$ cat src/sv/vjs_pkg.sv
// Shared types and constants of the velocity Jacobian stencil unit.
`default_nettype none

package vjs_pkg;

  localparam int SIZE_W     = 5;
  localparam int RECIP_W    = 16;
  localparam int VEL_W      = 16;
  localparam int JAC_W      = 32;
  localparam int CFG_IDX_W  = 3;
  localparam int CFG_DATA_W = 16;
  localparam int STEP_W     = 3;

  localparam logic [SIZE_W-1:0]  SIZE_RESET  = 5'd16;
  localparam logic [RECIP_W-1:0] RECIP_RESET = 16'd256;

  localparam logic [CFG_IDX_W-1:0] REG_SIZE_X  = 3'd0;
  localparam logic [CFG_IDX_W-1:0] REG_SIZE_Y  = 3'd1;
  localparam logic [CFG_IDX_W-1:0] REG_SIZE_Z  = 3'd2;
  localparam logic [CFG_IDX_W-1:0] REG_RECIP_W = 3'd3;
  localparam logic [CFG_IDX_W-1:0] REG_RECIP_H = 3'd4;
  localparam logic [CFG_IDX_W-1:0] REG_RECIP_L = 3'd5;

  localparam logic REQ_LOAD = 1'b0;
  localparam logic REQ_JAC  = 1'b1;

  localparam logic [1:0] AX_X = 2'd0;
  localparam logic [1:0] AX_Y = 2'd1;
  localparam logic [1:0] AX_Z = 2'd2;

  localparam logic [STEP_W-1:0] STEP_LAST = 3'd5;

  typedef logic [8:0][JAC_W-1:0] jac_mat_t;

  typedef struct packed {
    logic              load;
    logic              rd_en;
    logic [STEP_W-1:0] rd_step;
    logic              publish;
  } vjs_cmd_t;

  typedef struct packed {
    logic load_done;
    logic row_done;
  } vjs_stat_t;

endpackage

`default_nettype wire

$ cat src/sv/vjs_ctrl.sv
// Controller state machine: input/output handshakes and the read sequence.
`default_nettype none

module vjs_ctrl import vjs_pkg::*; (
  input  wire logic      clk,
  input  wire logic      rst,
  input  wire logic      in_valid,
  input  wire logic      req_type,
  output logic           in_ready,
  output logic           out_valid,
  input  wire logic      out_ready,
  input  wire vjs_stat_t stat,
  output vjs_cmd_t       cmd
);

  typedef enum logic [3:0] {
    ST_IDLE = 4'b0001,
    ST_READ = 4'b0010,
    ST_WAIT = 4'b0100,
    ST_PUB  = 4'b1000
  } state_t;

  state_t            state, state_next;
  logic [STEP_W-1:0] step, step_next;
  logic              accept;
  logic              pub_ok;

  assign in_ready = (state == ST_IDLE);
  assign accept   = in_valid && in_ready;
  assign pub_ok   = (state == ST_PUB) && (!out_valid || out_ready);

  assign cmd.load    = accept && (req_type == REQ_LOAD);
  assign cmd.rd_en   = (state == ST_READ);
  assign cmd.rd_step = step;
  assign cmd.publish = pub_ok;

  always_comb begin
    state_next = state;
    step_next  = step;
    unique case (state)
      ST_IDLE: begin
        step_next = '0;
        if (accept && req_type == REQ_JAC && stat.load_done) begin
          state_next = ST_READ;
        end
      end
      ST_READ: begin
        step_next = step + STEP_W'(1);
        if (step == STEP_LAST) begin
          state_next = ST_WAIT;
        end
      end
      ST_WAIT: begin
        if (stat.row_done) begin
          state_next = ST_PUB;
        end
      end
      ST_PUB: begin
        if (pub_ok) begin
          state_next = ST_IDLE;
        end
      end
      default: state_next = ST_IDLE;
    endcase
  end

  always_ff @(posedge clk) begin
    if (rst) begin
      state     <= ST_IDLE;
      step      <= '0;
      out_valid <= 1'b0;
    end else begin
      state <= state_next;
      step  <= step_next;
      if (pub_ok) begin
        out_valid <= 1'b1;
      end else if (out_ready) begin
        out_valid <= 1'b0;
      end
    end
  end

endmodule

`default_nettype wire

$ cat config.mk
export PLATFORM = sky130hd
export DESIGN_NAME = vjs_ctrl
export DESIGN_NICKNAME = d
export VERILOG_FILES = /design/src/sv/vjs_pkg.sv /design/src/sv/vjs_ctrl.sv
export SDC_FILE = /design/constraint.sdc
export NUM_CORES = 1
export LEC_CHECK = 0
export BUFFER_PORTS_ARGS = -buffer_cell sky130_fd_sc_hd__buf_2
export CORE_MARGIN = 2
export CORE_UTILIZATION = 30
export CTS_CLUSTER_DIAMETER = 30
export DETAILED_ROUTE_END_ITERATION = 10
export MAX_ROUTING_LAYER = met4
export PLACE_DENSITY = 0.56
export SLEW_MARGIN = 20
export SYNTH_ARGS = -nofsm -noshare
export SYNTH_HDL_FRONTEND = slang
export SYNTH_SLANG_ARGS = --single-unit
$ cat constraint.sdc
create_clock -name clk -period 2.77 [get_ports clk]
set_input_delay 0.277 -clock clk [delete_from_list [all_inputs] [get_ports clk]]
set_output_delay 0.277 -clock clk [all_outputs]
set_load 0.02 [all_outputs]
==> results of run 1 <==
## cells by family (layout without fill, tap and decap cells)
logic type | after synthesis | in the layout
AND/OR/NAND/NOR | 22 | 22
AO/OA/AOI/OAI | 12 | 12
flip-flops | 8 | 8
buffers and inverters | 7 | 23
adder cells (fa/ha/maj) | 2 | 2
## worst max-delay path, cell delays in order, from the launching register on
cell and delay (ns):
dfxtp_1 0.33, or4b_1 0.62, nor3b_1 0.22, buf_2 0.19
## metal layers
metal / vias to the layer above / wire length, um / GRT usage, %
met5: - / 0 / -
met4: 0 / 19 / 7.50
met3: 5 / 73 / 7.76
met2: 13 / 418 / 17.2
met1: 186 / 412 / 13.7
li1: 214 / - / -
## cell usage after synthesis
cell type	count	area [sq um]
dfxtp_1	8	160
a21oi_1	6	30.0
inv_1	4	15.0
nand2b_1	4	25.0
nand2_1	3	11.3
nand3_1	3	15.0
nor2b_1	3	18.8
ha_1	2	25.0
o21ai_0	2	10.0
or4b_1	2	20.0
a211oi_2	1	12.5
a2bb2oi_1	1	8.76
and4bb_2	1	12.5
buf_4	1	7.51
clkinv_1	1	3.75
inv_2	1	3.75
nor2_1	1	3.75
nor3b_1	1	7.51
nor4b_1	1	8.76
o21ai_1	1	5.00
o311a_1	1	10.0
or2_0	1	6.26
or3_1	1	6.26
or4b_4	1	13.8
## stage by stage
stage,setup WS (ns),cells,hold slack (ns)
2_1_floorplan,1.02,51,0.346
3_3_place_gp,1.15,79,0.486
3_5_place_dp,1.16,79,0.495
4_1_cts,0.858,82,0.265
5_1_grt,0.778,82,0.258
6_report,0.875,82,0.271
## path summary, 6_finish.rpt
path | start | to
max reg2reg | state[1]$_SDFFE_PP0P_ | step[2]$_SDFFE_PP0P_
max | state[2]$_SDFFE_PP0P_ | cmd[5]
min reg2reg | step[1]$_SDFFE_PP0P_ | step[1]$_SDFFE_PP0P_
min | stat[0] | state[3]$_SDFFE_PP0P_
## sequential cells by signal, summed over array words and instances (netlist names)
register and count:
step 3, state 4, out_valid 1
## where the power goes
part           leakage, nW  internal [W]  total (W)  switching (W)
logic                0.147     0.0000103  0.0000237      0.0000134
clock network       0.0138     0.0000498  0.0000920      0.0000422
registers           0.0647      0.000117   0.000119     0.00000209
total                0.226      0.000177   0.000235      0.0000578
## area by class of cell
type                    count  share of cell area [%]
multi-input cells          36                    46.0
flip-flops and latches      8                    29.4
repair buffers             14                    12.9
clock buffers               3                    4.14
inverters                   6                    4.14
well taps                  15                    3.45
## layout by cell type, fill, tap and decap left out
master      n
nor4b_1     1
nor3b_1     1
inv_1       4
nand2b_1    4
and4bb_2    1
clkbuf_4    3
a211oi_2    1
ha_1        2
nand2_1     3
nor2b_1     3
o21ai_0     2
or4b_1      2
o21ai_1     1
buf_2      14
inv_2       1
or2_0       1
nand3_1     3
clkinv_1    1
a21oi_1     6
dfxtp_1     8
or4b_4      1
a2bb2oi_1   1
or3_1       1
nor2_1      1
o311a_1     1
==> summary.txt, run 1 <==
CTS
  – H-tree depth: 1
  – # hold bufs at CTS: 0
  – Clock-pin slew of the registers on the worst-case setup and hold paths: 0.06 ns
  – Clock sink count: 8
  – Later-pin clock latency in the skew report: 0.26 ns
  – CTS root buf: clkbuf_4
  – Number of buffers created by CTS: 3
  – PostCTS Resize Cnt: 0
  – Post-CTS Setup Bufs: 0
  – TritonCTS clock tree: done
  – Clock buffer depth: 2

Timing
  – Worst Max-Slew Pin Slew: 0.512 ns
  – Relative slew slack: 65.4%
  – Setup TNS: 0 ns
  – Fin crit share: 68.4%
  – Hold Vio Cnt, Final: 0
  – Final Skew: 0.00574 ns
  – Period minus WS final: 1.90 ns
  – RSZ-0062 raised after global routing: false
  – Slew Viols, Final: 0
  – Peak Freq: 528 MHz
  – Final Setup Violations: 0

Drt
  – Routed len/inst: 11.3 um
  – First-pass DRT Iterations: 4
  – Remaining DRCs: 0
  – Via count: 418
  – DRT antenna net count: 0
  – DR vias/cell: 5.10
  – Post-Route WL: 923 um
  – DRT iter0 DRCs: 3

Synthesis
  – Synth Area in XOR/XNOR: 0%
  – Syn Nets: 60
  – Post-Syn Area: 440 sq um
  – Multiplexer area fraction after synthesis: 0%
  – Cells after synthesis: 51
  – Syn Area/Cell: 8.64 sq um
  – Post-Synth Simple-Gate Area: 33.8%
  – Compound-gate portion of the synthesized area: 17.3%
  – Synth Warn #: 0
  – Seq/Total Area, Yosys: 36.4%
  – Adder-Cell Fraction of Synth Area: 5.68%
  – Register bit total from synthesis: 8
  – Yosys cell types: 24
  – Largest family of logic cells by synthesized area: simple AND/OR/NAND/NOR gates

Global routing
  – Initial antenna violation count: 0
  – Pin count of the biggest net entering global routing: 8
  – Global-route wire length before repair: 1590 um
  – GRT overflow: 0
  – GR Util All Layers: 12.6%
  – Vias in the first global route: 378

Worst setup path
  – Worst-case reg-to-reg path depth: 3
  – Critical Path RT: 2.49 ns
  – Worst path arrival time: 1.62 ns
  – Crit. End Element: primary output
  – WS Path Type: flop to primary output
  – Reg2reg setup slack: 1.21 ns
  – CP startpoint kind: flop
  – Crit-path max FO: 5

Floorplanning
  – Die Span X: 42.3 um
  – Die ar.: 1790 sq um
  – Core area: 1330 sq um
  – Io pins: 15
  – # rows: 13
  – Die H: 42.3 um
  – Starting Density: 33.0%

Placement
  – Placed standard-cell area: 522 sq um
  – DP HPWL: 700 um
  – IO buf count: 14
  – RePlAce Congestion: 0.724

Finish
  – Final instance area: 544 sq um
  – Layout cells sized above 1: 31.3%
  – Seq. cell area: 160 sq um
  – Final Util: 40.8%
  – Multi-input gate area: 250 sq um
  – Layout fillers: 155
  – Synthesis-to-layout area growth: 23.6%
  – Antenna Cells: 0
  – NumNets Final: 78

Pwr
  – VDD IR max: 0.221 mV
  – Final Power: 0.000235 W
  – Pwr dens: 431 nW/um^2
  – Leak: 0.226 nW

Status
  – Status: finished, final reports clean

Min path
  – Hold Crit Depth: 3
  – Hold Path Class: primary input to flop

Flow run
  – Max cap viols: 0
Note: power is estimated with default switching activity, not from simulation.
==> inputs of run 2 (changes only) <==
Settings changed: ABC_AREA from default to 1, PLACE_DENSITY 0.56 to 0.59.
Clock period 2.77 ns to 1.56 ns, I/O delays scaled along.
==> run 2 against run 1 <==
Compared with the run above: sequential power grew 78%; non-clock buffer count increased by 1; die area is 2.8% lower; critical endpoint is now cmd[4]; largest cell class unchanged; worst setup slack worse by 0.69 ns; synthesized area down 3.1%; via count increased by 8.6%; critical path type unchanged; synthesized cell count grew 25%; first-iteration DRC count grew to 3.3 times the previous value; highest routed layer unchanged.
==> summary.txt, run 2 <==
Synthesis
  – Ys flop type: dfxtp_1 (unchanged)
  – Syn Nets: 73 (was 60)
  – Top cell type's share of synthesized area: 37.5% (was 36.4%)
  – Ys async rst share: 0% (unchanged)
  – Seq/Total Area, Yosys: 37.5% (was 36.4%)
  – Register bit total from synthesis: 8 (unchanged)
  – Yosys cell types: 15 (was 24)
  – Synth cell count leaders: 12 x nand2_1, 11 x nor2_1, 10 x inv_1 (was 8 x dfxtp_1, 6 x a21oi_1, 4 x inv_1, 4 x nand2b_1)
  – Cells after synthesis: 64 (was 51)
  – Number of synthesized flops with an enable pin: 0 (unchanged)
  – Post-synth top area cell: dfxtp_1 (unchanged)
  – Syn Area/Cell: 6.67 sq um (was 8.64 sq um)
  – Post-Syn Area: 427 sq um (was 440 sq um)
  – Ranking of synthesized cells by area: dfxtp_1 38%, nand2_1 11%, nor2_1 9.7%, inv_1 8.8%, nand3_1 7.0% (was dfxtp_1 36%, a21oi_1 6.8%, ha_1 5.7%, nand2b_1 5.7%, or4b_1 4.5%)
  – Most common cell in the synthesized netlist: nand2_1 (was dfxtp_1)
  – Synth Warn #: 0 (unchanged)

Timing
  – Relative slew slack: 69.4% (was 65.4%)
  – Peak Freq: 728 MHz
  – Final Setup Violations: 0 (unchanged)
  – Setup TNS: 0 ns (unchanged)
  – Final Skew: 0.00648 ns (was 0.00574 ns)
  – Post-route setup slack: 0.185 ns (was 0.875 ns)
  – RSZ-0062 raised after global routing: false (unchanged)
  – Hold Vio Cnt, Final: 0 (unchanged)
  – Slew Viols, Final: 0 (unchanged)
  – Worst Max-Slew Pin Slew: 0.454 ns (was 0.512 ns)
  – Fin crit share: 88.1%
  – Period minus WS final: 1.37 ns

Finish
  – Layout cells sized above 1: 28.4% (was 31.3%)
  – Flip-flop count of the largest register after layout: 4 (unchanged)
  – Largest regs: state (4), step (3), out_valid (1) (unchanged)
  – Synthesis-to-layout area growth: 28.2% (was 23.6%)
  – Final Util: 41.5% (was 40.8%)
  – NumNets Final: 92 (was 78)
  – Most frequent cells in the layout: 13 x buf_2, 12 x nand2_1, 11 x nor2_1 (was 14 x buf_2, 8 x dfxtp_1, 6 x a21oi_1)
  – Most common cell after layout, fill and taps aside: buf_2 (unchanged)
  – Most flop-heavy register: state (unchanged)
  – Antenna Cells: 0 (unchanged)

Worst setup path
  – Crit-path slowest cell: dfxtp_1 (was or4b_1)
  – Buf/Inv on CP: 3 (was 1)
  – Delay of the slowest critical-path stage: 0.37 ns (was 0.62 ns)
  – Delay-heaviest family, CP: flip-flops (was simple AND/OR/NAND/NOR gates)
  – Critical Path RT: 1.40 ns (was 2.49 ns)
  – Crit-path max FO: 4 (was 5)
  – Crit. End Element: primary output (unchanged)
  – Worst path arrival time: 1.22 ns (was 1.62 ns)
  – WS Path Type: flop to primary output (unchanged)
  – CP startpoint kind: flop (unchanged)
  – Cell chain of the critical path: inv_1, nor2_1, nand2_1, inv_2, buf_2 (was or4b_1, nor3b_1, buf_2)

Drt
  – Remaining DRCs: 0 (unchanged)
  – Routed len/inst: 9.74 um (was 11.3 um)
  – DRT antenna net count: 0 (unchanged)
  – Via count: 454 (was 418)
  – Post-Route WL: 935 um (was 923 um)
  – DR vias/cell: 4.73 (was 5.10)
  – DRT iter0 DRCs: 10 (was 3)
  – First-pass DRT Iterations: 4 (unchanged)

Floorplanning
  – Die Span X: 41.7 um (was 42.3 um)
  – Core area: 1320 sq um (was 1330 sq um)
  – Starting Density: 32.4% (was 33.0%)
  – Die H: 41.7 um (was 42.3 um)
  – # rows: 13 (unchanged)
  – Die ar.: 1740 sq um (was 1790 sq um)
  – Io pins: 15 (unchanged)

Placement
  – Pre-CTS setup slack: 0.392 ns (was 1.16 ns)
  – RePlAce Congestion: 0.842 (was 0.724)
  – DP HPWL: 715 um (was 700 um)
  – IO buf count: 14 (unchanged)

Global routing
  – Pin count of the biggest net entering global routing: 8 (unchanged)
  – GR Util All Layers: 12.7% (was 12.6%)
  – GRT overflow: 0 (unchanged)
  – Initial antenna violation count: 0 (unchanged)
  – Vias in the first global route: 394 (was 378)
  – Global-route wire length before repair: 1610 um (was 1590 um)

Pwr
  – Pwr dens: 793 nW/um^2 (was 431 nW/um^2)
  – Leak: 0.281 nW (was 0.226 nW)
  – VDD IR max: 0.404 mV (was 0.221 mV)

CTS
  – Clock buffer depth: 2 (unchanged)
  – Clock-pin slew of the registers on the worst-case setup and hold paths: 0.06 ns (about the same)
  – # hold bufs at CTS: 0 (unchanged)
  – Later-pin clock latency in the skew report: 0.26 ns (about the same)
  – H-tree depth: 1 (unchanged)
  – Number of buffers created by CTS: 3 (unchanged)
  – TritonCTS clock tree: done (unchanged)
  – Clock sink count: 8 (unchanged)
  – CTS root buf: clkbuf_4 (unchanged)

Min path
  – Hold Path Class: primary input to flop (unchanged)

Status
  – Status: finished, final reports clean (unchanged)

Flow run
  – Max cap viols: 0 (unchanged)
==> run 2: cell count changes after synthesis, sizes merged, moves of 2 or more <==
cell / before / now
o21ai: 3 / 1
nand3: 3 / 6
inv: 5 / 11
nand4: 0 / 2
nor2b: 3 / 0
nand2b: 4 / 0
nand2: 3 / 12
nor2: 1 / 13
or4b: 3 / 0
==> run 2: worst reg2reg max path: stages (launching register included) <==
cell and delay, ns:
dfxtp_1 0.43, inv_1 0.06, nor4_1 0.41, nor2_1 0.09, nand2_1 0.07, nand3_1 0.06
==> run 2: cell families after synthesis <==
logic type / count (synthesis) / share of synthesized area (%)
and+or+nand+nor: 34 / 34.6
buffers and inverters: 12 / 11.4
adders and majority gates: 2 / 5.86
DFF: 8 / 37.5
AOI/OAI and AO/OA: 7 / 8.50
xor gates and xnor gates: 1 / 2.05
==> run 2: repair_timing <==
action,in CTS,in global routing
endpoints found under the hold margin,0,0
endpoints found under the setup margin,0,1
gates resized for setup,0,4
setup buffers,0,1
==> run 2: final timing paths <==
path / from / endpoint / slack (ns) / depth (start not counted)
setup / recovery: state[1]$_SDFFE_PP0P_ / cmd[4] / 0.19 / 5
hold / removal: rst / step[2]$_SDFFE_PP0P_ / 0.16 / 2
setup reg to reg: state[2]$_SDFFE_PP0P_ / state[0]$_SDFFE_PP1P_ / 0.33 / 5
hold reg to reg: step[0]$_SDFFE_PP0P_ / step[0]$_SDFFE_PP0P_ / 0.51 / 1
==> run 2: final cells by class <==
| class | instances | area, sq um |
|---|---|---|
| clock buffers | 3 | 22.5 |
| fillers | 136 | 771 |
| inverters | 11 | 41.3 |
| multi-input cells | 44 | 223 |
| flip-flops and latches | 8 | 161 |
| well taps | 15 | 18.8 |
| repair buffers | 15 | 80.1 |
==> run 2: metrics by stage <==
step | power (W) | hold WS [ns] | instance area (sq um) | instances
4_1_cts | 0.000433 | 0.152 | 531 | 95
3_3_place_gp | 0.000268 | 0.423 | 508 | 92
6_report | 0.000434 | 0.156 | 547 | 96
3_5_place_dp | 0.000269 | 0.428 | 508 | 92
5_1_grt | 0.000462 | 0.156 | 547 | 96
2_1_floorplan | 0.000248 | 0.225 | 427 | 64
==> run 2: power by group <==
part	leakage [nW]	total, W	internal, W	switching, W
Clock	0.0138	0.000162	0.0000882	0.0000734
Combinational	0.203	0.0000606	0.0000236	0.0000370
Sequential	0.0643	0.000212	0.000208	0.00000322
==> run 2: metal layers <==
metal  wire length, um  GRT usage (%)
met1               409           14.7
met2               446           18.8
met3                53           3.04
met4                25           9.68
met5                 0              -
